### src/rtl/i2c_master_irq_transfer_sequencer_unit_assert.svh
// ----------------------------------------------------------------------------
// I2C master IRQ sequencer assertion macros
// Concurrent checks, compiled out for synthesis.
// ----------------------------------------------------------------------------
`ifndef I2C_MASTER_IRQ_TRANSFER_SEQUENCER_UNIT_ASSERT_SVH
`define I2C_MASTER_IRQ_TRANSFER_SEQUENCER_UNIT_ASSERT_SVH
`ifndef SYNTHESIS
`define I2CMIS_ASSERT(lbl, clk, rstn, prop) \
  lbl: assert property (@(posedge clk) disable iff (!rstn) prop) \
    else $error("i2cmis assertion failed");
`define I2CMIS_ASSERT_NEVER(lbl, clk, rstn, cond) \
  lbl: assert property (@(posedge clk) disable iff (!rstn) !(cond)) \
    else $error("i2cmis forbidden condition");
`else
`define I2CMIS_ASSERT(lbl, clk, rstn, prop)
`define I2CMIS_ASSERT_NEVER(lbl, clk, rstn, cond)
`endif
`endif

### src/rtl/i2cmis_pkg.sv
`timescale 1ns / 1ps
// ----------------------------------------------------------------------------
// I2C master IRQ sequencer package
// Codes, slot numbering and the item record passed to the result queue.
// ----------------------------------------------------------------------------
package i2cmis_pkg;

  typedef enum logic [2:0] {
    KIND_TX       = 3'd0,
    KIND_RX       = 3'd1,
    KIND_EVENT    = 3'd2,
    KIND_ERROR    = 3'd3,
    KIND_SLAVE_EN = 3'd4
  } kind_e;

  typedef enum logic [3:0] {
    ACT_REPORT   = 4'd0,
    ACT_WRITE    = 4'd1,
    ACT_START    = 4'd2,
    ACT_STOP     = 4'd3,
    ACT_CLR_ADDR = 4'd4,
    ACT_SET_ACK  = 4'd5,
    ACT_DELIVER  = 4'd6,
    ACT_NOTIFY   = 4'd7,
    ACT_CLR_ERR  = 4'd8,
    ACT_CLR_STOP = 4'd9
  } action_e;

  typedef enum logic [3:0] {
    EV_TX_DONE   = 4'd0,
    EV_RX_DONE   = 4'd1,
    EV_STOP      = 4'd2,
    EV_DATA_REQ  = 4'd3,
    EV_DATA_RCVD = 4'd4,
    EV_ERR_BUS   = 4'd5
  } event_e;

  typedef enum logic [1:0] {
    MODE_READY   = 2'd0,
    MODE_BUSY_TX = 2'd1,
    MODE_BUSY_RX = 2'd2
  } mode_e;

  typedef enum logic [1:0] {
    CLS_BEGIN = 2'd0,
    CLS_EVENT = 2'd1,
    CLS_ERROR = 2'd2
  } cls_e;

  localparam int NUM_SLOTS = 16;
  localparam int SLOT_W    = 4;
  localparam int NUM_ERR   = 5;

  // begin request slots
  localparam int SLOT_REPORT = 0;
  localparam int SLOT_START  = 1;

  // event slots, in emission order
  localparam int SLOT_ADDR_BYTE = 0;
  localparam int SLOT_ADDR_NACK = 1;
  localparam int SLOT_CLR_ADDR  = 2;
  localparam int SLOT_TX_STOP   = 3;
  localparam int SLOT_TX_DONE   = 4;
  localparam int SLOT_CLR_STOP  = 5;
  localparam int SLOT_NOTE_STOP = 6;
  localparam int SLOT_TX_DATA   = 7;
  localparam int SLOT_DATA_REQ  = 8;
  localparam int SLOT_RX_NACK   = 9;
  localparam int SLOT_DELIVER   = 10;
  localparam int SLOT_RX_STOP   = 11;
  localparam int SLOT_RX_ACK    = 12;
  localparam int SLOT_RX_DONE   = 13;
  localparam int SLOT_DATA_RCVD = 14;

  // event flag bits
  localparam int EVB_START    = 0;
  localparam int EVB_ADDR     = 1;
  localparam int EVB_BTF      = 2;
  localparam int EVB_STOPF    = 3;
  localparam int EVB_TX_EMPTY = 4;
  localparam int EVB_RX_FULL  = 5;

  // interrupt enable bits
  localparam int IRQ_EVT = 0;
  localparam int IRQ_BUF = 1;
  localparam int IRQ_ERR = 2;

  typedef struct packed {
    cls_e                 cls;
    logic [NUM_SLOTS-1:0] mask;
    logic [1:0]           prior;
    logic [7:0]           addr_byte;
    logic [7:0]           tx_byte;
    logic [7:0]           rx_byte;
    logic [15:0]          idx;
  } res_t;

endpackage

### src/rtl/i2cmis_apb.sv
`timescale 1ns / 1ps
// ----------------------------------------------------------------------------
// I2C master IRQ sequencer register port
// APB-style access to the ack_enable register.
// ----------------------------------------------------------------------------
module i2cmis_apb (
  input  logic        clk_i,
  input  logic        rst_ni,
  input  logic        psel,
  input  logic        penable,
  input  logic        pwrite,
  input  logic [2:0]  paddr,
  input  logic [31:0] pwdata,
  output logic [31:0] prdata,
  output logic        pready,
  output logic        ack_enable_o
);

  localparam logic REG_ACK_ENABLE = 1'b0;

  logic ack_enable_q;
  logic ack_enable_d;
  logic wr_en;

  assign pready = 1'b1;
  assign wr_en  = psel & penable & pwrite & pready;

  always_comb begin
    ack_enable_d = ack_enable_q;
    if (wr_en && paddr[2] == REG_ACK_ENABLE) begin
      ack_enable_d = pwdata[0];
    end
  end

  always_ff @(posedge clk_i or negedge rst_ni) begin
    if (!rst_ni) begin
      ack_enable_q <= 1'b1;
    end else begin
      ack_enable_q <= ack_enable_d;
    end
  end

  assign prdata       = (paddr[2] == REG_ACK_ENABLE) ? {31'd0, ack_enable_q} : 32'd0;
  assign ack_enable_o = ack_enable_q;

endmodule

### src/rtl/i2cmis_core.sv
`timescale 1ns / 1ps
// ----------------------------------------------------------------------------
// I2C master IRQ sequencer core
// Input register, transfer state and the per-item action mask.
// ----------------------------------------------------------------------------
module i2cmis_core import i2cmis_pkg::*; #(
  parameter int LENGTH_BITS = 16
) (
  input  logic        clk_i,
  input  logic        rst_ni,
  input  logic        in_valid_i,
  output logic        in_ready_o,
  input  logic [2:0]  kind_i,
  input  logic [15:0] length_i,
  input  logic [6:0]  target_addr_i,
  input  logic        keep_bus_i,
  input  logic        enable_i,
  input  logic [5:0]  event_flags_i,
  input  logic [4:0]  error_flags_i,
  input  logic        is_master_i,
  input  logic        is_transmitter_i,
  input  logic [7:0]  tx_byte_i,
  input  logic [7:0]  rx_byte_i,
  input  logic        ack_enable_i,
  input  logic        res_free_i,
  output logic        load_o,
  output res_t        res_o
);

  localparam int CW = LENGTH_BITS;

  logic        in_vld_q;
  logic [2:0]  in_kind_q;
  logic [15:0] in_len_q;
  logic [6:0]  in_addr_q;
  logic        in_keep_q;
  logic        in_en_q;
  logic [5:0]  in_ev_q;
  logic [4:0]  in_err_q;
  logic        in_master_q;
  logic        in_trans_q;
  logic [7:0]  in_tx_q;
  logic [7:0]  in_rx_q;

  mode_e        mode_q, mode_d;
  logic [CW-1:0] tx_rem_q, tx_rem_d;
  logic [CW-1:0] rx_rem_q, rx_rem_d;
  logic [CW-1:0] rx_total_q, rx_total_d;
  logic [6:0]   addr_q, addr_d;
  logic         hold_q, hold_d;
  logic         ack_bit_q, ack_bit_d;
  logic [2:0]   irq_en_q, irq_en_d;

  logic [CW-1:0] len;
  logic [CW-1:0] rx_left;
  logic          rx_ok;
  logic          tx_done;
  logic          take_in;

  assign load_o     = in_vld_q & res_free_i;
  assign in_ready_o = ~in_vld_q | load_o;
  assign take_in    = in_valid_i & in_ready_o;
  assign len        = CW'(in_len_q);

  always_comb begin
    mode_d     = mode_q;
    tx_rem_d   = tx_rem_q;
    rx_rem_d   = rx_rem_q;
    rx_total_d = rx_total_q;
    addr_d     = addr_q;
    hold_d     = hold_q;
    ack_bit_d  = ack_bit_q;
    irq_en_d   = irq_en_q;
    rx_ok      = 1'b0;
    rx_left    = rx_rem_q;
    tx_done    = 1'b0;

    res_o           = '0;
    res_o.cls       = CLS_BEGIN;
    res_o.prior     = mode_q;
    res_o.addr_byte = {addr_q, mode_q == MODE_BUSY_RX};
    res_o.tx_byte   = in_tx_q;
    res_o.rx_byte   = in_rx_q;
    res_o.idx       = 16'(rx_total_q - rx_rem_q);

    case (in_kind_q) inside
      KIND_TX, KIND_RX: begin
        res_o.mask[SLOT_REPORT] = 1'b1;
        if (mode_q != MODE_BUSY_TX && mode_q != MODE_BUSY_RX) begin
          res_o.mask[SLOT_START] = 1'b1;
          if (in_kind_q == KIND_RX) begin
            rx_rem_d   = len;
            rx_total_d = len;
            mode_d     = MODE_BUSY_RX;
          end else begin
            tx_rem_d = len;
            mode_d   = MODE_BUSY_TX;
          end
          addr_d   = in_addr_q;
          hold_d   = in_keep_q;
          irq_en_d = '1;
        end
      end
      KIND_EVENT: begin
        res_o.cls = CLS_EVENT;
        if (irq_en_q[IRQ_EVT]) begin
          if (in_ev_q[EVB_START] && (mode_q == MODE_BUSY_TX || mode_q == MODE_BUSY_RX)) begin
            res_o.mask[SLOT_ADDR_BYTE] = 1'b1;
          end
          if (in_ev_q[EVB_ADDR]) begin
            if (in_master_q && mode_q == MODE_BUSY_RX && rx_total_q == CW'(1)) begin
              res_o.mask[SLOT_ADDR_NACK] = 1'b1;
              ack_bit_d = 1'b0;
            end
            res_o.mask[SLOT_CLR_ADDR] = 1'b1;
          end
          tx_done = in_ev_q[EVB_BTF] && in_ev_q[EVB_TX_EMPTY] &&
                    mode_q == MODE_BUSY_TX && tx_rem_q == '0;
          if (tx_done) begin
            res_o.mask[SLOT_TX_STOP] = ~hold_q;
            res_o.mask[SLOT_TX_DONE] = 1'b1;
            irq_en_d[IRQ_EVT] = 1'b0;
            irq_en_d[IRQ_BUF] = 1'b0;
            mode_d   = MODE_READY;
            tx_rem_d = '0;
          end
          if (in_ev_q[EVB_STOPF]) begin
            res_o.mask[SLOT_CLR_STOP]  = 1'b1;
            res_o.mask[SLOT_NOTE_STOP] = 1'b1;
          end
          if (in_ev_q[EVB_TX_EMPTY] && irq_en_q[IRQ_BUF]) begin
            if (in_master_q) begin
              if (mode_q == MODE_BUSY_TX && tx_rem_q != '0) begin
                res_o.mask[SLOT_TX_DATA] = 1'b1;
                tx_rem_d = tx_rem_q - CW'(1);
              end
            end else if (in_trans_q) begin
              res_o.mask[SLOT_DATA_REQ] = 1'b1;
            end
          end
          if (in_ev_q[EVB_RX_FULL] && irq_en_q[IRQ_BUF]) begin
            if (in_master_q) begin
              if (mode_q == MODE_BUSY_RX) begin
                rx_ok = rx_total_q != '0 && rx_rem_q != '0;
                if (rx_ok) begin
                  if (rx_total_q > CW'(1) && rx_rem_q == CW'(2)) begin
                    res_o.mask[SLOT_RX_NACK] = 1'b1;
                    ack_bit_d = 1'b0;
                  end
                  res_o.mask[SLOT_DELIVER] = 1'b1;
                  rx_left = rx_rem_q - CW'(1);
                end
                rx_rem_d = rx_left;
                if (rx_left == '0) begin
                  res_o.mask[SLOT_RX_STOP] = ~hold_q;
                  irq_en_d[IRQ_EVT] = 1'b0;
                  irq_en_d[IRQ_BUF] = 1'b0;
                  mode_d     = MODE_READY;
                  rx_rem_d   = '0;
                  rx_total_d = '0;
                  if (ack_enable_i) begin
                    res_o.mask[SLOT_RX_ACK] = 1'b1;
                    ack_bit_d = 1'b1;
                  end
                  res_o.mask[SLOT_RX_DONE] = 1'b1;
                end
              end
            end else if (!in_trans_q) begin
              res_o.mask[SLOT_DATA_RCVD] = 1'b1;
            end
          end
        end
      end
      KIND_ERROR: begin
        res_o.cls = CLS_ERROR;
        if (irq_en_q[IRQ_ERR]) begin
          for (int i = 0; i < NUM_ERR; i++) begin
            res_o.mask[2*i]   = in_err_q[i];
            res_o.mask[2*i+1] = in_err_q[i];
          end
        end
      end
      KIND_SLAVE_EN: begin
        irq_en_d = in_en_q ? 3'b111 : 3'b000;
      end
      default: ;
    endcase
  end

  always_ff @(posedge clk_i or negedge rst_ni) begin
    if (!rst_ni) begin
      in_vld_q   <= 1'b0;
      mode_q     <= MODE_READY;
      tx_rem_q   <= '0;
      rx_rem_q   <= '0;
      rx_total_q <= '0;
      addr_q     <= '0;
      hold_q     <= 1'b0;
      ack_bit_q  <= 1'b1;
      irq_en_q   <= '0;
    end else begin
      if (in_ready_o) begin
        in_vld_q <= in_valid_i;
      end
      if (load_o) begin
        mode_q     <= mode_d;
        tx_rem_q   <= tx_rem_d;
        rx_rem_q   <= rx_rem_d;
        rx_total_q <= rx_total_d;
        addr_q     <= addr_d;
        hold_q     <= hold_d;
        ack_bit_q  <= ack_bit_d;
        irq_en_q   <= irq_en_d;
      end
    end
  end

  always_ff @(posedge clk_i) begin
    if (take_in) begin
      in_kind_q   <= kind_i;
      in_len_q    <= length_i;
      in_addr_q   <= target_addr_i;
      in_keep_q   <= keep_bus_i;
      in_en_q     <= enable_i;
      in_ev_q     <= event_flags_i;
      in_err_q    <= error_flags_i;
      in_master_q <= is_master_i;
      in_trans_q  <= is_transmitter_i;
      in_tx_q     <= tx_byte_i;
      in_rx_q     <= rx_byte_i;
    end
  end

endmodule

### src/rtl/i2cmis_outq.sv
`timescale 1ns / 1ps
// ----------------------------------------------------------------------------
// I2C master IRQ sequencer result queue
// Holds one item's action mask and emits one action per cycle while out_ready_i is high, lowest slot first.
// ----------------------------------------------------------------------------
`include "i2c_master_irq_transfer_sequencer_unit_assert.svh"

module i2cmis_outq import i2cmis_pkg::*; (
  input  logic        clk_i,
  input  logic        rst_ni,
  input  logic        load_i,
  input  res_t        res_i,
  output logic        res_free_o,
  output logic        out_valid_o,
  input  logic        out_ready_i,
  output logic [3:0]  action_o,
  output logic [7:0]  value_o,
  output logic [15:0] index_o,
  output logic [3:0]  event_code_o,
  output logic [1:0]  prior_state_o,
  output logic        last_o
);

  logic [NUM_SLOTS-1:0] mask_q, mask_d;
  res_t                 data_q;
  logic [NUM_SLOTS-1:0] onehot;
  logic [NUM_SLOTS-1:0] rest;
  logic [SLOT_W-1:0]    slot;
  logic                 take;
  action_e              act;
  logic [3:0]           code;

  assign onehot      = mask_q & (~mask_q + NUM_SLOTS'(1));
  assign rest        = mask_q & ~onehot;
  assign out_valid_o = |mask_q;
  assign last_o      = rest == '0;
  assign take        = out_valid_o & out_ready_i;
  assign res_free_o  = ~out_valid_o | (out_ready_i & last_o);

  always_comb begin
    slot = '0;
    for (int i = 0; i < NUM_SLOTS; i++) begin
      if (onehot[i]) begin
        slot = slot | SLOT_W'(i);
      end
    end
  end

  always_comb begin
    mask_d = mask_q;
    if (load_i) begin
      mask_d = res_i.mask;
    end else if (take) begin
      mask_d = rest;
    end
  end

  always_ff @(posedge clk_i or negedge rst_ni) begin
    if (!rst_ni) begin
      mask_q <= '0;
    end else begin
      mask_q <= mask_d;
    end
  end

  always_ff @(posedge clk_i) begin
    if (load_i) begin
      data_q <= res_i;
    end
  end

  always_comb begin
    act           = ACT_REPORT;
    value_o       = '0;
    index_o       = '0;
    code          = '0;
    prior_state_o = '0;
    unique case (data_q.cls)
      CLS_BEGIN: begin
        if (slot == SLOT_W'(SLOT_START)) begin
          act = ACT_START;
        end else begin
          prior_state_o = data_q.prior;
        end
      end
      CLS_EVENT: begin
        unique case (slot)
          SLOT_W'(SLOT_ADDR_BYTE): begin
            act     = ACT_WRITE;
            value_o = data_q.addr_byte;
          end
          SLOT_W'(SLOT_ADDR_NACK): act = ACT_SET_ACK;
          SLOT_W'(SLOT_CLR_ADDR):  act = ACT_CLR_ADDR;
          SLOT_W'(SLOT_TX_STOP):   act = ACT_STOP;
          SLOT_W'(SLOT_TX_DONE): begin
            act  = ACT_NOTIFY;
            code = EV_TX_DONE;
          end
          SLOT_W'(SLOT_CLR_STOP):  act = ACT_CLR_STOP;
          SLOT_W'(SLOT_NOTE_STOP): begin
            act  = ACT_NOTIFY;
            code = EV_STOP;
          end
          SLOT_W'(SLOT_TX_DATA): begin
            act     = ACT_WRITE;
            value_o = data_q.tx_byte;
          end
          SLOT_W'(SLOT_DATA_REQ): begin
            act  = ACT_NOTIFY;
            code = EV_DATA_REQ;
          end
          SLOT_W'(SLOT_RX_NACK):   act = ACT_SET_ACK;
          SLOT_W'(SLOT_DELIVER): begin
            act     = ACT_DELIVER;
            value_o = data_q.rx_byte;
            index_o = data_q.idx;
          end
          SLOT_W'(SLOT_RX_STOP):   act = ACT_STOP;
          SLOT_W'(SLOT_RX_ACK): begin
            act     = ACT_SET_ACK;
            value_o = 8'd1;
          end
          SLOT_W'(SLOT_RX_DONE): begin
            act  = ACT_NOTIFY;
            code = EV_RX_DONE;
          end
          SLOT_W'(SLOT_DATA_RCVD): begin
            act  = ACT_NOTIFY;
            code = EV_DATA_RCVD;
          end
          default: act = ACT_REPORT;
        endcase
      end
      CLS_ERROR: begin
        if (slot[0]) begin
          act  = ACT_NOTIFY;
          code = 4'(EV_ERR_BUS) + 4'(slot[SLOT_W-1:1]);
        end else begin
          act     = ACT_CLR_ERR;
          value_o = 8'(slot[SLOT_W-1:1]);
        end
      end
      default: ;
    endcase
  end

  assign action_o     = act;
  assign event_code_o = code;

  `I2CMIS_ASSERT(a_last_drains, clk_i, rst_ni, (take && last_o && !load_i) |=> !out_valid_o)
  `I2CMIS_ASSERT(a_one_per_take, clk_i, rst_ni, (take && !last_o && !load_i) |=> ($countones(mask_q) == $past($countones(mask_q)) - 1))
  `I2CMIS_ASSERT(a_load_when_free, clk_i, rst_ni, load_i |-> (!out_valid_o || (out_ready_i && last_o)))
  `I2CMIS_ASSERT_NEVER(a_begin_slots, clk_i, rst_ni, data_q.cls == CLS_BEGIN && (|mask_q[NUM_SLOTS-1:2]))

endmodule

### src/rtl/i2c_master_irq_transfer_sequencer_unit.sv
`timescale 1ns / 1ps
// ----------------------------------------------------------------------------
// I2C master IRQ transfer sequencer
// Turns transfer requests and interrupt snapshots into ordered bus actions.
// ----------------------------------------------------------------------------
//  channel | handshake                | payload
//  --------+--------------------------+--------------------------------------
//  in      | in_valid_i / in_ready_o  | kind, length, address, flags, bytes
//  out     | out_valid_o / out_ready_i| action, value, index, code, prior, last
//  cfg     | psel/penable/pwrite/pready| paddr, pwdata, prdata
//
//  An item waits in the input register until the result queue is free, then its
//  actions are decoded into the queue in one pass; one action leaves per cycle
//  after that while out_ready_i is high. An item with no actions is decoded
//  without entering the queue. The queue's drain sets the rate.
//  The input register refills while the queue drains; stalls on out hold both.
//  Reset leaves the sequencer ready with interrupts off and ack_enable set.
// ----------------------------------------------------------------------------
module i2c_master_irq_transfer_sequencer_unit import i2cmis_pkg::*; #(
  parameter int LENGTH_BITS = 16
) (
  input  logic        clk_i,
  input  logic        rst_ni,
  input  logic        in_valid_i,
  output logic        in_ready_o,
  input  logic [2:0]  kind_i,
  input  logic [15:0] length_i,
  input  logic [6:0]  target_addr_i,
  input  logic        keep_bus_i,
  input  logic        enable_i,
  input  logic [5:0]  event_flags_i,
  input  logic [4:0]  error_flags_i,
  input  logic        is_master_i,
  input  logic        is_transmitter_i,
  input  logic [7:0]  tx_byte_i,
  input  logic [7:0]  rx_byte_i,
  output logic        out_valid_o,
  input  logic        out_ready_i,
  output logic [3:0]  action_o,
  output logic [7:0]  value_o,
  output logic [15:0] index_o,
  output logic [3:0]  event_code_o,
  output logic [1:0]  prior_state_o,
  output logic        last_o,
  input  logic        psel,
  input  logic        penable,
  input  logic        pwrite,
  input  logic [2:0]  paddr,
  input  logic [31:0] pwdata,
  output logic [31:0] prdata,
  output logic        pready
);

  logic ack_enable;
  logic res_free;
  logic load;
  res_t res;

  i2cmis_apb u_apb (
    .clk_i        (clk_i),
    .rst_ni       (rst_ni),
    .psel         (psel),
    .penable      (penable),
    .pwrite       (pwrite),
    .paddr        (paddr),
    .pwdata       (pwdata),
    .prdata       (prdata),
    .pready       (pready),
    .ack_enable_o (ack_enable)
  );

  i2cmis_core #(
    .LENGTH_BITS (LENGTH_BITS)
  ) u_core (
    .clk_i            (clk_i),
    .rst_ni           (rst_ni),
    .in_valid_i       (in_valid_i),
    .in_ready_o       (in_ready_o),
    .kind_i           (kind_i),
    .length_i         (length_i),
    .target_addr_i    (target_addr_i),
    .keep_bus_i       (keep_bus_i),
    .enable_i         (enable_i),
    .event_flags_i    (event_flags_i),
    .error_flags_i    (error_flags_i),
    .is_master_i      (is_master_i),
    .is_transmitter_i (is_transmitter_i),
    .tx_byte_i        (tx_byte_i),
    .rx_byte_i        (rx_byte_i),
    .ack_enable_i     (ack_enable),
    .res_free_i       (res_free),
    .load_o           (load),
    .res_o            (res)
  );

  i2cmis_outq u_outq (
    .clk_i         (clk_i),
    .rst_ni        (rst_ni),
    .load_i        (load),
    .res_i         (res),
    .res_free_o    (res_free),
    .out_valid_o   (out_valid_o),
    .out_ready_i   (out_ready_i),
    .action_o      (action_o),
    .value_o       (value_o),
    .index_o       (index_o),
    .event_code_o  (event_code_o),
    .prior_state_o (prior_state_o),
    .last_o        (last_o)
  );

endmodule
### config.mk
export PLATFORM = sky130hd
export DESIGN_NAME = i2c_master_irq_transfer_sequencer_unit
export DESIGN_NICKNAME = d
export VERILOG_FILES = /design/src/rtl/i2cmis_pkg.sv /design/src/rtl/i2cmis_apb.sv /design/src/rtl/i2cmis_core.sv /design/src/rtl/i2cmis_outq.sv /design/src/rtl/i2c_master_irq_transfer_sequencer_unit.sv
export VERILOG_INCLUDE_DIRS = /design/src /design/src/rtl
export SDC_FILE = /design/constraint.sdc
export NUM_CORES = 1
export LEC_CHECK = 0
export ABC_CLOCK_PERIOD_IN_PS = 3430
export BUFFER_PORTS_ARGS = -buffer_cell sky130_fd_sc_hd__buf_2
export CAP_MARGIN = 20
export CORE_MARGIN = 2
export CORE_UTILIZATION = 51
export CTS_CLUSTER_DIAMETER = 200
export DETAILED_ROUTE_END_ITERATION = 6
export GPL_TIMING_DRIVEN = 0
export PLACE_DENSITY = 0.74
export SLEW_MARGIN = 10
export SYNTH_ARGS = -nofsm -noshare
export SYNTH_HDL_FRONTEND = slang
export SYNTH_SLANG_ARGS = --single-unit
export TNS_END_PERCENT = 100
### constraint.sdc
create_clock -name clk_i -period 3.43 [get_ports clk_i]
set_input_delay 0.1715 -clock clk_i [delete_from_list [all_inputs] [get_ports clk_i]]
set_output_delay 0.1715 -clock clk_i [all_outputs]
set_load 0.01 [all_outputs]
==> results.md, run 1 <==
* Tcrit/Tclk final at 98.9%
* Most used DFF post-synth: edfxtp_1
* Part of the Yosys area used for sequential elements at 51.5%
* Final design utilization at 65.4%
* Worst Path Arrival at 3220 ps
* Via count at 8349
* Die Y at 142 µm
* Cts bufs inserted at 17
* Total GRT Usage at 26.6%
* Clock Skew at 12.5 ps
* Layout cells sized above 1 at 21.0%
* # diodes at 0
* Global route overflow at 0
* Clock root buffer: clkbuf_16
* Site Rows at 50
* CTS tree: yes
* WP data required at 3260 ps
* First DRT Iteration DRCs at 894
* Post-route insts no fill at 1408
* Clock sink total at 180
* Antenna-violating nets left at 0
* P&R area growth vs syn at 25.6%
* Pwr dens at 1010 nW/µm²
* Core area at 18700 µm²
* Headroom to the max-slew limit at 44.2%
* Final Hold Viols at 0
* Asr flop ratio synth at 43.9%
* First-pass GRT wire length at 41800 µm
* WS Path Type: flip-flop to primary output
* Port bufs at 103
* Final setup fails at 0
* Flops & latches, synth at 180
* Layout Nets at 1286
* Slew @ Worst Pin at 830 ps
* Number of antenna violations at the first check in global routing at 0
* CP Max Fanout at 10
* Mapped cell area at 9740 µm²
* Vias in the first global route at 7914
* Syn_area_per_cell at 10.4 µm²
* HP Class: primary input to flip-flop
* Clock buffer depth at 2
* Clock transition at path regs at 80 ps
* Status: complete, no violations
* Ys Warns at 0
* Fillers at 1462
* Gate Count Post-Synth at 939
* Max-slew violations at 0
* DRT Wirelength at 26400 µm
* Max Cap Viol at 0
* Placer Congestion at 0.957
* WL/cell at 18.8 µm
* Clk Latency, worst-skew pair at 450 ps
* Die X at 142 µm
* Largest net degree at the start of global routing at 58
* Synth unique cells at 86
* CP startpoint kind: flip-flop
* Die area at 20200 µm²
* Initial Util at 52.1%
* EDFF count, synth at 101
* Top-Level Pins at 169
* Crit. End Element: primary output
* Peak supply drop at 617 µV
* Vias/cell at 5.93
* Final HPWL DP at 18000 µm
* CTS HTree Levels at 4
* Pre-antenna DRT Iters at 5
* Placed insts at 1308
* Fmax at 295 MHz
* Lkg Pwr at 5.04 nW
* DRC Markers at 0
* Minimum clock period at 3390 ps
-- metrics by stage --
| stage | hold slack [ps] | setup TNS (ps) | area [µm²] | power (mW) | setup WS, ps |
|---|---|---|---|---|---|
| 6_report | 69.0 | 0 | 12200 | 12.3 | 39.0 |
| 5_1_grt | 94.0 | -16.6 | 12200 | 13.0 | -16.6 |
| 4_1_cts | 49.0 | 0 | 12100 | 12.0 | 2.16 |
| 3_5_place_dp | 104 | -10110 | 10700 | 9.44 | -518 |
| 3_3_place_gp | 348 | -62590 | 10700 | 9.26 | -1010 |
| 2_1_floorplan | -124 | 0 | 9850 | 7.84 | 176 |
-- synth_stat cells, drive strengths merged, types with 4 or more instances --
| cell | number | area share [%] |
|---|---|---|
| nor4 | 23 | 2.0 |
| o41ai | 6 | 0.62 |
| or3 | 8 | 0.51 |
| nand2 | 60 | 2.3 |
| nand2b | 8 | 0.51 |
| and4 | 6 | 0.54 |
| a222oi | 7 | 0.72 |
| o2bb2ai | 5 | 0.45 |
| a21boi | 4 | 0.31 |
| a21oi | 51 | 2.6 |
| buf | 44 | 3.1 |
| o22ai | 12 | 0.77 |
| inv | 44 | 1.7 |
| nor2 | 77 | 3.0 |
| edfxtp | 101 | 31 |
| a32oi | 6 | 0.54 |
| nor2b | 9 | 0.58 |
| nand3 | 29 | 1.5 |
| a22oi | 7 | 0.54 |
| nand4 | 7 | 0.45 |
| dfrtp | 78 | 20 |
| or2 | 5 | 0.32 |
| or4 | 9 | 0.73 |
| xnor2 | 15 | 1.3 |
| o21a | 4 | 0.31 |
| a22o | 22 | 2.0 |
| o21ai | 66 | 3.4 |
| o31ai | 15 | 1.2 |
| mux2 | 10 | 1.2 |
| and2 | 24 | 1.5 |
| and3 | 8 | 0.51 |
| ha | 25 | 3.2 |
| nor3 | 35 | 2.0 |
| clkbuf | 34 | 1.3 |
| a31oi | 13 | 0.84 |
-- worst paths after layout --
| check | from | end | slack, ps | depth (start not counted) |
|---|---|---|---|---|
| max | u_outq.mask_q[4] | value_o[1] | 40 | 11 |
| min | out_ready_i | u_outq.mask_q[14] | 70 | 3 |
| max reg2reg | u_core.rx_rem_q[1] | u_outq.mask_q[12] | 140 | 10 |
| min reg2reg | u_core.in_rx_q[6] | u_outq.data_q[22] | 420 | 0 |
| max in group asynchronous | rst_ni | u_core.addr_q[0] | 2660 | 3 |
| min in group asynchronous | rst_ni | u_core.rx_total_q[10] | 180 | 2 |
-- layout make-up --
class,count,area (µm²),share of cell area (%)
buffer,75,429,3.51
clock buffer,17,425,3.48
clock inverter,15,225,1.84
inverter,44,169,1.38
multi-input combinational,667,4400,36.0
sequential,180,5010,41.0
tap,234,293,2.39
timing repair buffer,176,1270,10.4
-- sequential cells by signal (all words and copies together), names as in the netlist, 8 cells and up --
signal	flops
u_outq.data_q	44
u_core.in_len_q	16
u_core.rx_rem_q	16
u_core.rx_total_q	16
u_core.tx_rem_q	16
u_outq.mask_q	16
u_core.in_rx_q	8
u_core.in_tx_q	8
-- worst max-delay path: stages (launching register included) --
cell,delay [ps]
dfrtp_1,360
buf_2,190
nor4_4,390
nand2_2,100
or3_1,430
o221a_4,310
inv_4,90
nor4b_4,50
buf_12,160
a222oi_1,420
o22ai_1,130
buf_2,160
-- metal layers --
metal / track usage (%) / routed length (µm) / vias to the layer above
li1: - / - / 3930
met1: 37.4 / 11700 / 3977
met2: 42.2 / 12100 / 391
met5: 0 / 0 / -
met3: 5.05 / 2120 / 51
met4: 7.68 / 510 / 0
-- placed cells by master (no fill, tap or decap), drive strengths merged, types with 4 or more instances in the layout --
cell type	n
buf	160
edfxtp	101
dfrtp	78
nor2	77
o21ai	66
dlygate4sd3	60
nand2	60
inv	53
a21oi	51
clkbuf	48
nor3	35
conb	32
nand3	29
ha	25
and2	24
nor4	23
a22o	22
xnor2	15
o31ai	15
a31oi	13
o22ai	12
mux2	10
nor2b	9
or4	9
nand2b	8
or3	8
and3	8
a222oi	7
nand4	7
a22oi	7
a32oi	6
and4	6
o41ai	6
clkinv	6
o2bb2ai	5
or2	5
o21a	4
a21boi	4
-- cell families after synthesis --
logic type      synth area share (%)
compound gates                  18.1
simple gates                    17.8
buf+inv                         6.14
other cells                   0.0771
xor+xnor                        1.44
mux                             1.46
fa+ha+maj                       3.52
flops                           51.5
-- report_power, final --
part	total [mW]	leakage (nW)	internal, mW	switching, mW
registers	4.22	1.93	3.55	0.662
logic	6.00	2.79	2.33	3.67
clock network	2.09	0.313	1.04	1.06
total	12.3	5.04	6.92	5.39
-- timing repair --
item                                    CTS  global route
resized for setup                        21            21
endpoints found under the setup margin   39            65
buffers inserted                          8             3
hold buffers                             60             0
pin swaps                                 7            11
endpoints found under the hold margin    83             0
(Power assumes the default switching activity.)
==> inputs of run 2 (changes only) <==
--- a/config.mk
+++ b/config.mk
@@ -15,6 +15,7 @@
 export DETAILED_ROUTE_END_ITERATION = 6
 export GPL_TIMING_DRIVEN = 0
 export PLACE_DENSITY = 0.74
+export SETUP_SLACK_MARGIN = 0.1
 export SLEW_MARGIN = 10
 export SYNTH_ARGS = -nofsm -noshare
 export SYNTH_HDL_FRONTEND = slang
==> run 2 against run 1 <==
The flow now finishes with violations (design-rule violations). Non-clock buffer count rose by 9. Cell area rose by 1.4%. Largest cell class unchanged. Sequential share of layout area fell by 0.54 points. Critical path depth fell by 1. Routed wire length rose by 1.2%. Critical path type unchanged. Hold slack improved by 4.4 ps. Sequential power barely moved.
==> results.md, run 2 (synthesis gave the netlist of run 1 again) <==
* Combinational power share at 50.3% (+1.6 points)
* Pre-antenna DRT Iters at 7 (+2)
* WL/cell at 18.9 µm (+0.51%)
* Clk Latency, worst-skew pair at 440 ps (about the same)
* Clock Power Share at 16.4% (-0.6 points)
* Design Area, Final at 12400 µm² (+1.4%)
* CP Cell Sequence: nor4_4 -> and2_1 -> nand2_2 -> o221a_4 -> inv_4 -> nor4b_4 -> buf_12 -> a222oi_1 -> o22ai_2 -> buf_2
* Slew @ Worst Pin at 832 ps (+1.74 ps)
* Sw Pwr at 5.53 mW (+2.7%)
* Clock sink total at 180 (unchanged)
* Status: complete, but fails checks
* Core area at 18700 µm² (unchanged)
* R2R setup slack at 210 ps (+70 ps)
* CP startpoint kind: flip-flop
* Port bufs at 103 (unchanged)
* Multi-input gate area at 4460 µm² (+1.5%)
* Number of antenna violations at the first check in global routing at 0 (unchanged)
* Pre-CTS setup slack at -518 ps (unchanged)
* Switch share at 43.6% (-0.23 points)
* Vias/cell at 5.95 (+0.41%)
* Largest net degree at the start of global routing at 58 (unchanged)
* Clock buffer depth at 2 (unchanged)
* CP delay by family, top: simple AND/OR/NAND/NOR gates
* Global route overflow at 0 (unchanged)
* Fillers at 1436 (-1.8%)
* Die area at 20200 µm² (unchanged)
* Failing checks: design-rule violations
* Pwr dens at 1020 nW/µm² (+1.8%)
* Max reg flops at 44 (unchanged)
* Die Y at 142 µm (unchanged)
* Most flop-heavy register: u_outq.data_q
* Worst Path Arrival at 3190 ps (-30 ps)
* # diodes at 0 (unchanged)
* Slowest-stage cell, CP: dfrtp_2
* CTS tree: yes
* Final setup fails at 0 (unchanged)
* Reg2Reg Depth at 9 (-1)
* Cts bufs inserted at 17 (unchanged)
* Layout cells sized above 1 at 23.2% (+2.3 points)
* Unrepaired setup endpoints after global routing: yes
* DRC Markers at 12 (+12)
* Final Hold Viols at 0 (unchanged)
* DRT Wirelength at 26700 µm (+1.2%)
* Total GRT Usage at 26.6% (+0.056 points)
* P&R area growth vs syn at 27.3%
* Max Cap Viol at 0 (unchanged)
* Headroom to the max-slew limit at 44.0% (-0.12 points)
* HP Class: primary input to flip-flop
* Layout Nets at 1295 (+0.70%)
* Top-Level Pins at 169 (unchanged)
* Hold path depth at 3 (unchanged)
* Via count at 8437 (+1.1%)
* Tcrit/Tclk final at 98.0% (-0.83 points)
* Cell area after placement at 10700 µm² (unchanged)
* Clock transition at path regs at 80 ps (about the same)
* Die X at 142 µm (unchanged)
* Most common cell after layout, fill and taps aside: buf_2
* Antenna-violating nets left at 0 (unchanged)
* Max-slew violations at 0 (unchanged)
* Lkg Pwr at 5.13 nW (+1.8%)
* Worst setup margin at 67.4 ps (+28.4 ps)
* Most frequent cells in the layout: 112 x buf_2, 101 x edfxtp_1, 74 x nor2_1
* Power Internal at 7.17 mW (+3.7%)
* First DRT Iteration DRCs at 934 (+4.5%)
* Total negative slack at 0 ps (unchanged)
* Crit. End Element: primary output
* Final HPWL DP at 18000 µm (unchanged)
* WP data required at 3260 ps (about the same)
* First-pass GRT wire length at 41900 µm (+0.21%)
* CP Max Fanout at 9 (-1)
* Placer Congestion at 0.957 (unchanged)
* Minimum clock period at 3360 ps (-28.4 ps)
* Fmax at 297 MHz (+0.84%)
* Peak supply drop at 618 µV (+0.15%)
* CTS HTree Levels at 4 (unchanged)
* Buf/Inv on CP at 3 (-1)
* Clock Skew at 12.0 ps (-0.461 ps)
* Vias in the first global route at 7929 (+0.19%)
* Sequential power share at 33.2% (-1.1 points)
* WS Path Type: flip-flop to primary output
* Site Rows at 50 (unchanged)
* Worst path depth at 10 (-1)
* Register area at 5020 µm² (about the same)
* Clock root buffer: clkbuf_16
* Initial Util at 52.1% (unchanged)
* Crit path largest cell delay at 490 ps (+60 ps)
run 2: what timing repair did:
action | 4_1_cts | 5_1_grt
hold buffers | 60 | 0
gates resized for setup | 29 | 39
hold endpoints to repair | 83 | 0
setup buffers | 9 | 12
setup endpoints to repair | 58 | 113
cloned | 0 | 1
pin swaps | 10 | 12
run 2: worst paths after layout:
| kind | start | endpoint |
|---|---|---|
| worst max-delay path | u_outq.mask_q[5] | value_o[1] |
| worst min-delay path | out_ready_i | u_outq.mask_q[14] |
| worst max register to register | u_outq.mask_q[5] | u_core.rx_rem_q[12] |
| worst min register to register | u_core.in_tx_q[7] | u_outq.data_q[31] |
| max in group asynchronous | rst_ni | u_outq.mask_q[5] |
| min in group asynchronous | rst_ni | u_core.rx_total_q[10] |
run 2: worst min-delay path, cell delays in order:
cell and delay [ps]:
buf_2 130, nand2_1 60, o2bb2ai_1 110
run 2: area by class of cell:
| class | count | share of cell area, % |
|---|---|---|
| flip-flops and latches | 180 | 40.5 |
| clock inverters | 15 | 1.82 |
| plain buffers | 73 | 3.45 |
| inverters | 44 | 1.36 |
| well taps | 234 | 2.36 |
| repair buffers | 187 | 11.1 |
| multi-input cells | 667 | 36.0 |
| clock buffers | 17 | 3.43 |
run 2: power groups by stage:
stage | sequential [mW] | combinational [mW] | clock (mW)
floorplan | 3.96 | 3.88 | 0
global placement | 4.17 | 5.09 | 0
detailed placement | 4.17 | 5.27 | 0
CTS | 4.17 | 5.79 | 2.11
global route | 4.30 | 6.94 | 2.21
finish | 4.22 | 6.39 | 2.09
run 2: metrics by stage:
step	utilization [%]	std cells	hold WS, ps	power, mW
finish	66.3	1417	73.4	12.7
global placement	57.0	1306	348	9.26
detailed placement	57.3	1308	104	9.44
floorplan	-	969	-124	7.84
CTS	65.1	1407	49.0	12.1
global route	66.3	1417	94.2	13.4
run 2: per-layer routing:
metal / vias to the layer above / global-route usage, % / part of all wire [%]
met5: - / 0 / 0
met1: 4005 / 37.6 / 43
li1: 3948 / - / -
met2: 438 / 42.2 / 46
met3: 46 / 5.01 / 8.7
met4: 0 / 7.68 / 1.6
==> inputs of run 3 (changes only) <==
==> constraint.sdc (replaced) <==
create_clock -name clk_i -period 3.43 [get_ports clk_i]
set_input_delay 0.5145 -clock clk_i [delete_from_list [all_inputs] [get_ports clk_i]]
set_output_delay 0.5145 -clock clk_i [all_outputs]
set_load 0.01 [all_outputs]
==> run 3 against run 2 <==
The run ends with negative setup slack left. Utilization decreased by 2.4 points. Clock power about the same. Global-route usage decreased by 0.98 points. Clock skew about the same. Non-clock buffer count decreased by 52. Critical path depth unchanged. First-iteration DRC count decreased by 5.2%. Total power increased by 0.67%. Fmax decreased by 6.4%. Count of clock-buffer cells in the layout unchanged. Critical endpoint unchanged. Highest routed layer unchanged.
==> results.md, run 3 (synthesis gave the netlist of run 1 again) <==
* Reg2reg start: u_outq.mask_q[6]
* Most common cell after layout, fill and taps aside: buf_2
* CP Max Fanout at 10 (+1)
* Beginning of the worst hold path: rx_byte_i[4]
* # diodes at 0 (unchanged)
* Worst Path Arrival at 3080 ps (-110 ps)
* DRC Markers at 0 (-12)
* Slowest-stage cell, CP: dfrtp_1
* DR top layer: met4
* Pre-antenna DRT Iters at 7 (unchanged)
* Cts bufs inserted at 17 (unchanged)
* Clock Skew at 12.3 ps (+0.204 ps)
* Layout Nets at 1243 (-4.0%)
* Vias in the first global route at 7673 (-3.2%)
* Hold path depth at 1 (-2)
* Fillers at 1486 (+3.5%)
* Reg2Reg Depth at 10 (+1)
* Total GRT Usage at 25.6% (-0.98 points)
* R2R setup slack at 160 ps (-50 ps)
* Headroom to the max-slew limit at 41.4% (-2.7 points)
* Unrepaired setup endpoints after global routing: yes
* Placer Congestion at 0.957 (unchanged)
* Tcrit/Tclk final at 105% (+6.7 points)
* Clk Latency, worst-skew pair at 450 ps (about the same)
* First DRT Iteration DRCs at 885 (-5.2%)
* Peak supply drop at 655 µV (+5.9%)
* Clock root buffer: clkbuf_16
* Total negative slack at -1010 ps (-1010 ps)
* P&R area growth vs syn at 22.7%
* Final setup fails at 11 (+11)
* First-pass GRT wire length at 40400 µm (-3.5%)
* Final Hold Viols at 0 (unchanged)
* Crit. End Element: primary output
* Vias/cell at 6.04 (+1.4%)
* Number of antenna violations at the first check in global routing at 0 (unchanged)
* Register area at 5020 µm² (unchanged)
* WP data required at 2920 ps (-340 ps)
* Top-Level Pins at 169 (unchanged)
* Final HPWL DP at 18000 µm (unchanged)
* Fmax at 278 MHz (-6.4%)
* CP Cell Sequence: nor4_4 -> nand2_2 -> or3_4 -> o221a_4 -> inv_4 -> nor4b_4 -> buf_12 -> a222oi_1 -> o22ai_1 -> buf_2
* Most flop-heavy register: u_outq.data_q
* CTS tree: yes
* WS Path Type: flip-flop to primary output
* Met2 wire length at 11600 µm (-6.4%)
* CP startpoint kind: flip-flop
* Minimum clock period at 3590 ps (+230 ps)
* Via count at 8244 (-2.3%)
* Max Cap Viol at 0 (unchanged)
* Antenna-violating nets left at 0 (unchanged)
* Cell area after placement at 10700 µm² (unchanged)
* Hold Crit Endpoint: u_core.in_rx_q[4]
* WL met1 at 11400 µm (-1.5%)
* Lkg Pwr at 4.95 nW (-3.5%)
* Die X at 142 µm (unchanged)
* Core area at 18700 µm² (unchanged)
* WL/cell at 18.9 µm (+0.37%)
* Pre-CTS setup slack at -574 ps (-55.2 ps)
* Largest net degree at the start of global routing at 58 (unchanged)
* Reg2Reg Capture Point: u_core.rx_rem_q[12]
* Worst setup margin at -162 ps (-230 ps)
* Global route overflow at 0 (unchanged)
* Initial Util at 52.1% (unchanged)
* Slew @ Worst Pin at 872 ps (+39.8 ps)
* Status: complete, but fails checks
* Design Area, Final at 11900 µm² (-3.6%)
* Layout cells sized above 1 at 26.4% (+3.2 points)
* Met3 routed WL at 2160 µm (-6.7%)
* Multi-input gate area at 4550 µm² (+1.9%)
* Clock sink total at 180 (unchanged)
* Clock transition at path regs at 80 ps (about the same)
* Die Y at 142 µm (unchanged)
* Port bufs at 103 (unchanged)
* Most frequent cells in the layout: 110 x buf_2, 101 x edfxtp_1, 74 x nor2_1
* DRT Wirelength at 25900 µm (-3.3%)
* Pwr dens at 1070 nW/µm² (+4.5%)
* Failing checks: negative setup slack
* Die area at 20200 µm² (unchanged)
* HP Class: primary input to flip-flop
* Max reg flops at 44 (unchanged)
* Crit path largest cell delay at 520 ps (+30 ps)
* Final Power at 12.8 mW (+0.67%)
* Clock buffer depth at 2 (unchanged)
* Hold_ws at 234 ps (+161 ps)
* Site Rows at 50 (unchanged)
* CTS HTree Levels at 4 (unchanged)
* Max-slew violations at 0 (unchanged)
* Critical Path Start: u_outq.mask_q[6]
[run 3: changes by cell type in the layout (fill, tap and decap cells not counted), moves of 2 or more]
cell / delta
a21oi_2: +3
nand3_1: -2
a21oi_1: -3
clkbuf_1: -3
nand2_2: -2
buf_6: +2
dlygate4sd3_1: -59
nand3_2: +2
buf_2: -2
buf_4: +10
[run 3: metrics by stage]
step,util [%],instances
floorplan,-,969
global placement,57.0,1306
detailed placement,57.3,1308
CTS,62.7,1358
global route,63.9,1365
finish,63.9,1365
[run 3: where the power goes]
part	switching (mW)	leakage, nW	internal (mW)
clock	1.05	0.313	1.04
combinational	3.89	2.71	2.62
sequential	0.648	1.93	3.55
[run 3: layer usage]
| layer | up-vias | GRT usage, % |
|---|---|---|
| li1 | 3843 | - |
| met1 | 3919 | 36.5 |
| met2 | 425 | 39.5 |
| met3 | 57 | 4.88 |
| met4 | 0 | 9.00 |
| met5 | - | 0 |
[run 3: worst max-delay path by stage]
stage / slack (ps) / end / cells after the start
after floorplan: 180 / u_outq.mask_q[3] / 10
after global placement: -1010 / u_outq.mask_q[6] / 10
after detailed placement: -570 / value_o[1] / 10
after CTS: -120 / value_o[1] / 11
after global routing: -190 / event_code_o[2] / 12
final: -160 / value_o[1] / 10
[run 3: area by class of cell]
cell class	instances	share of cell area, %
flip-flops and latches	180	42.0
multi-input cells	667	38.1
plain buffers	73	3.70
clock buffers	17	3.56
inverters	44	1.42
clock inverters	15	1.89
repair buffers	135	6.91
well taps	234	2.45
[run 3: worst max-delay path, delay by kind of cell, from the launching register on]
| kind | cells | cell delay, ps |
|---|---|---|
| compound gates | 3 | 810 |
| simple gates | 4 | 920 |
| flops | 1 | 520 |
| buf+inv | 3 | 380 |
[run 3: what timing repair did]
item,in CTS,in global routing
gates resized for setup,51,49
endpoints found under the setup margin,66,137
hold buffers,1,0
cloned,0,0
hold endpoints to repair,23,0
pin swaps,19,17
buffers inserted,19,10
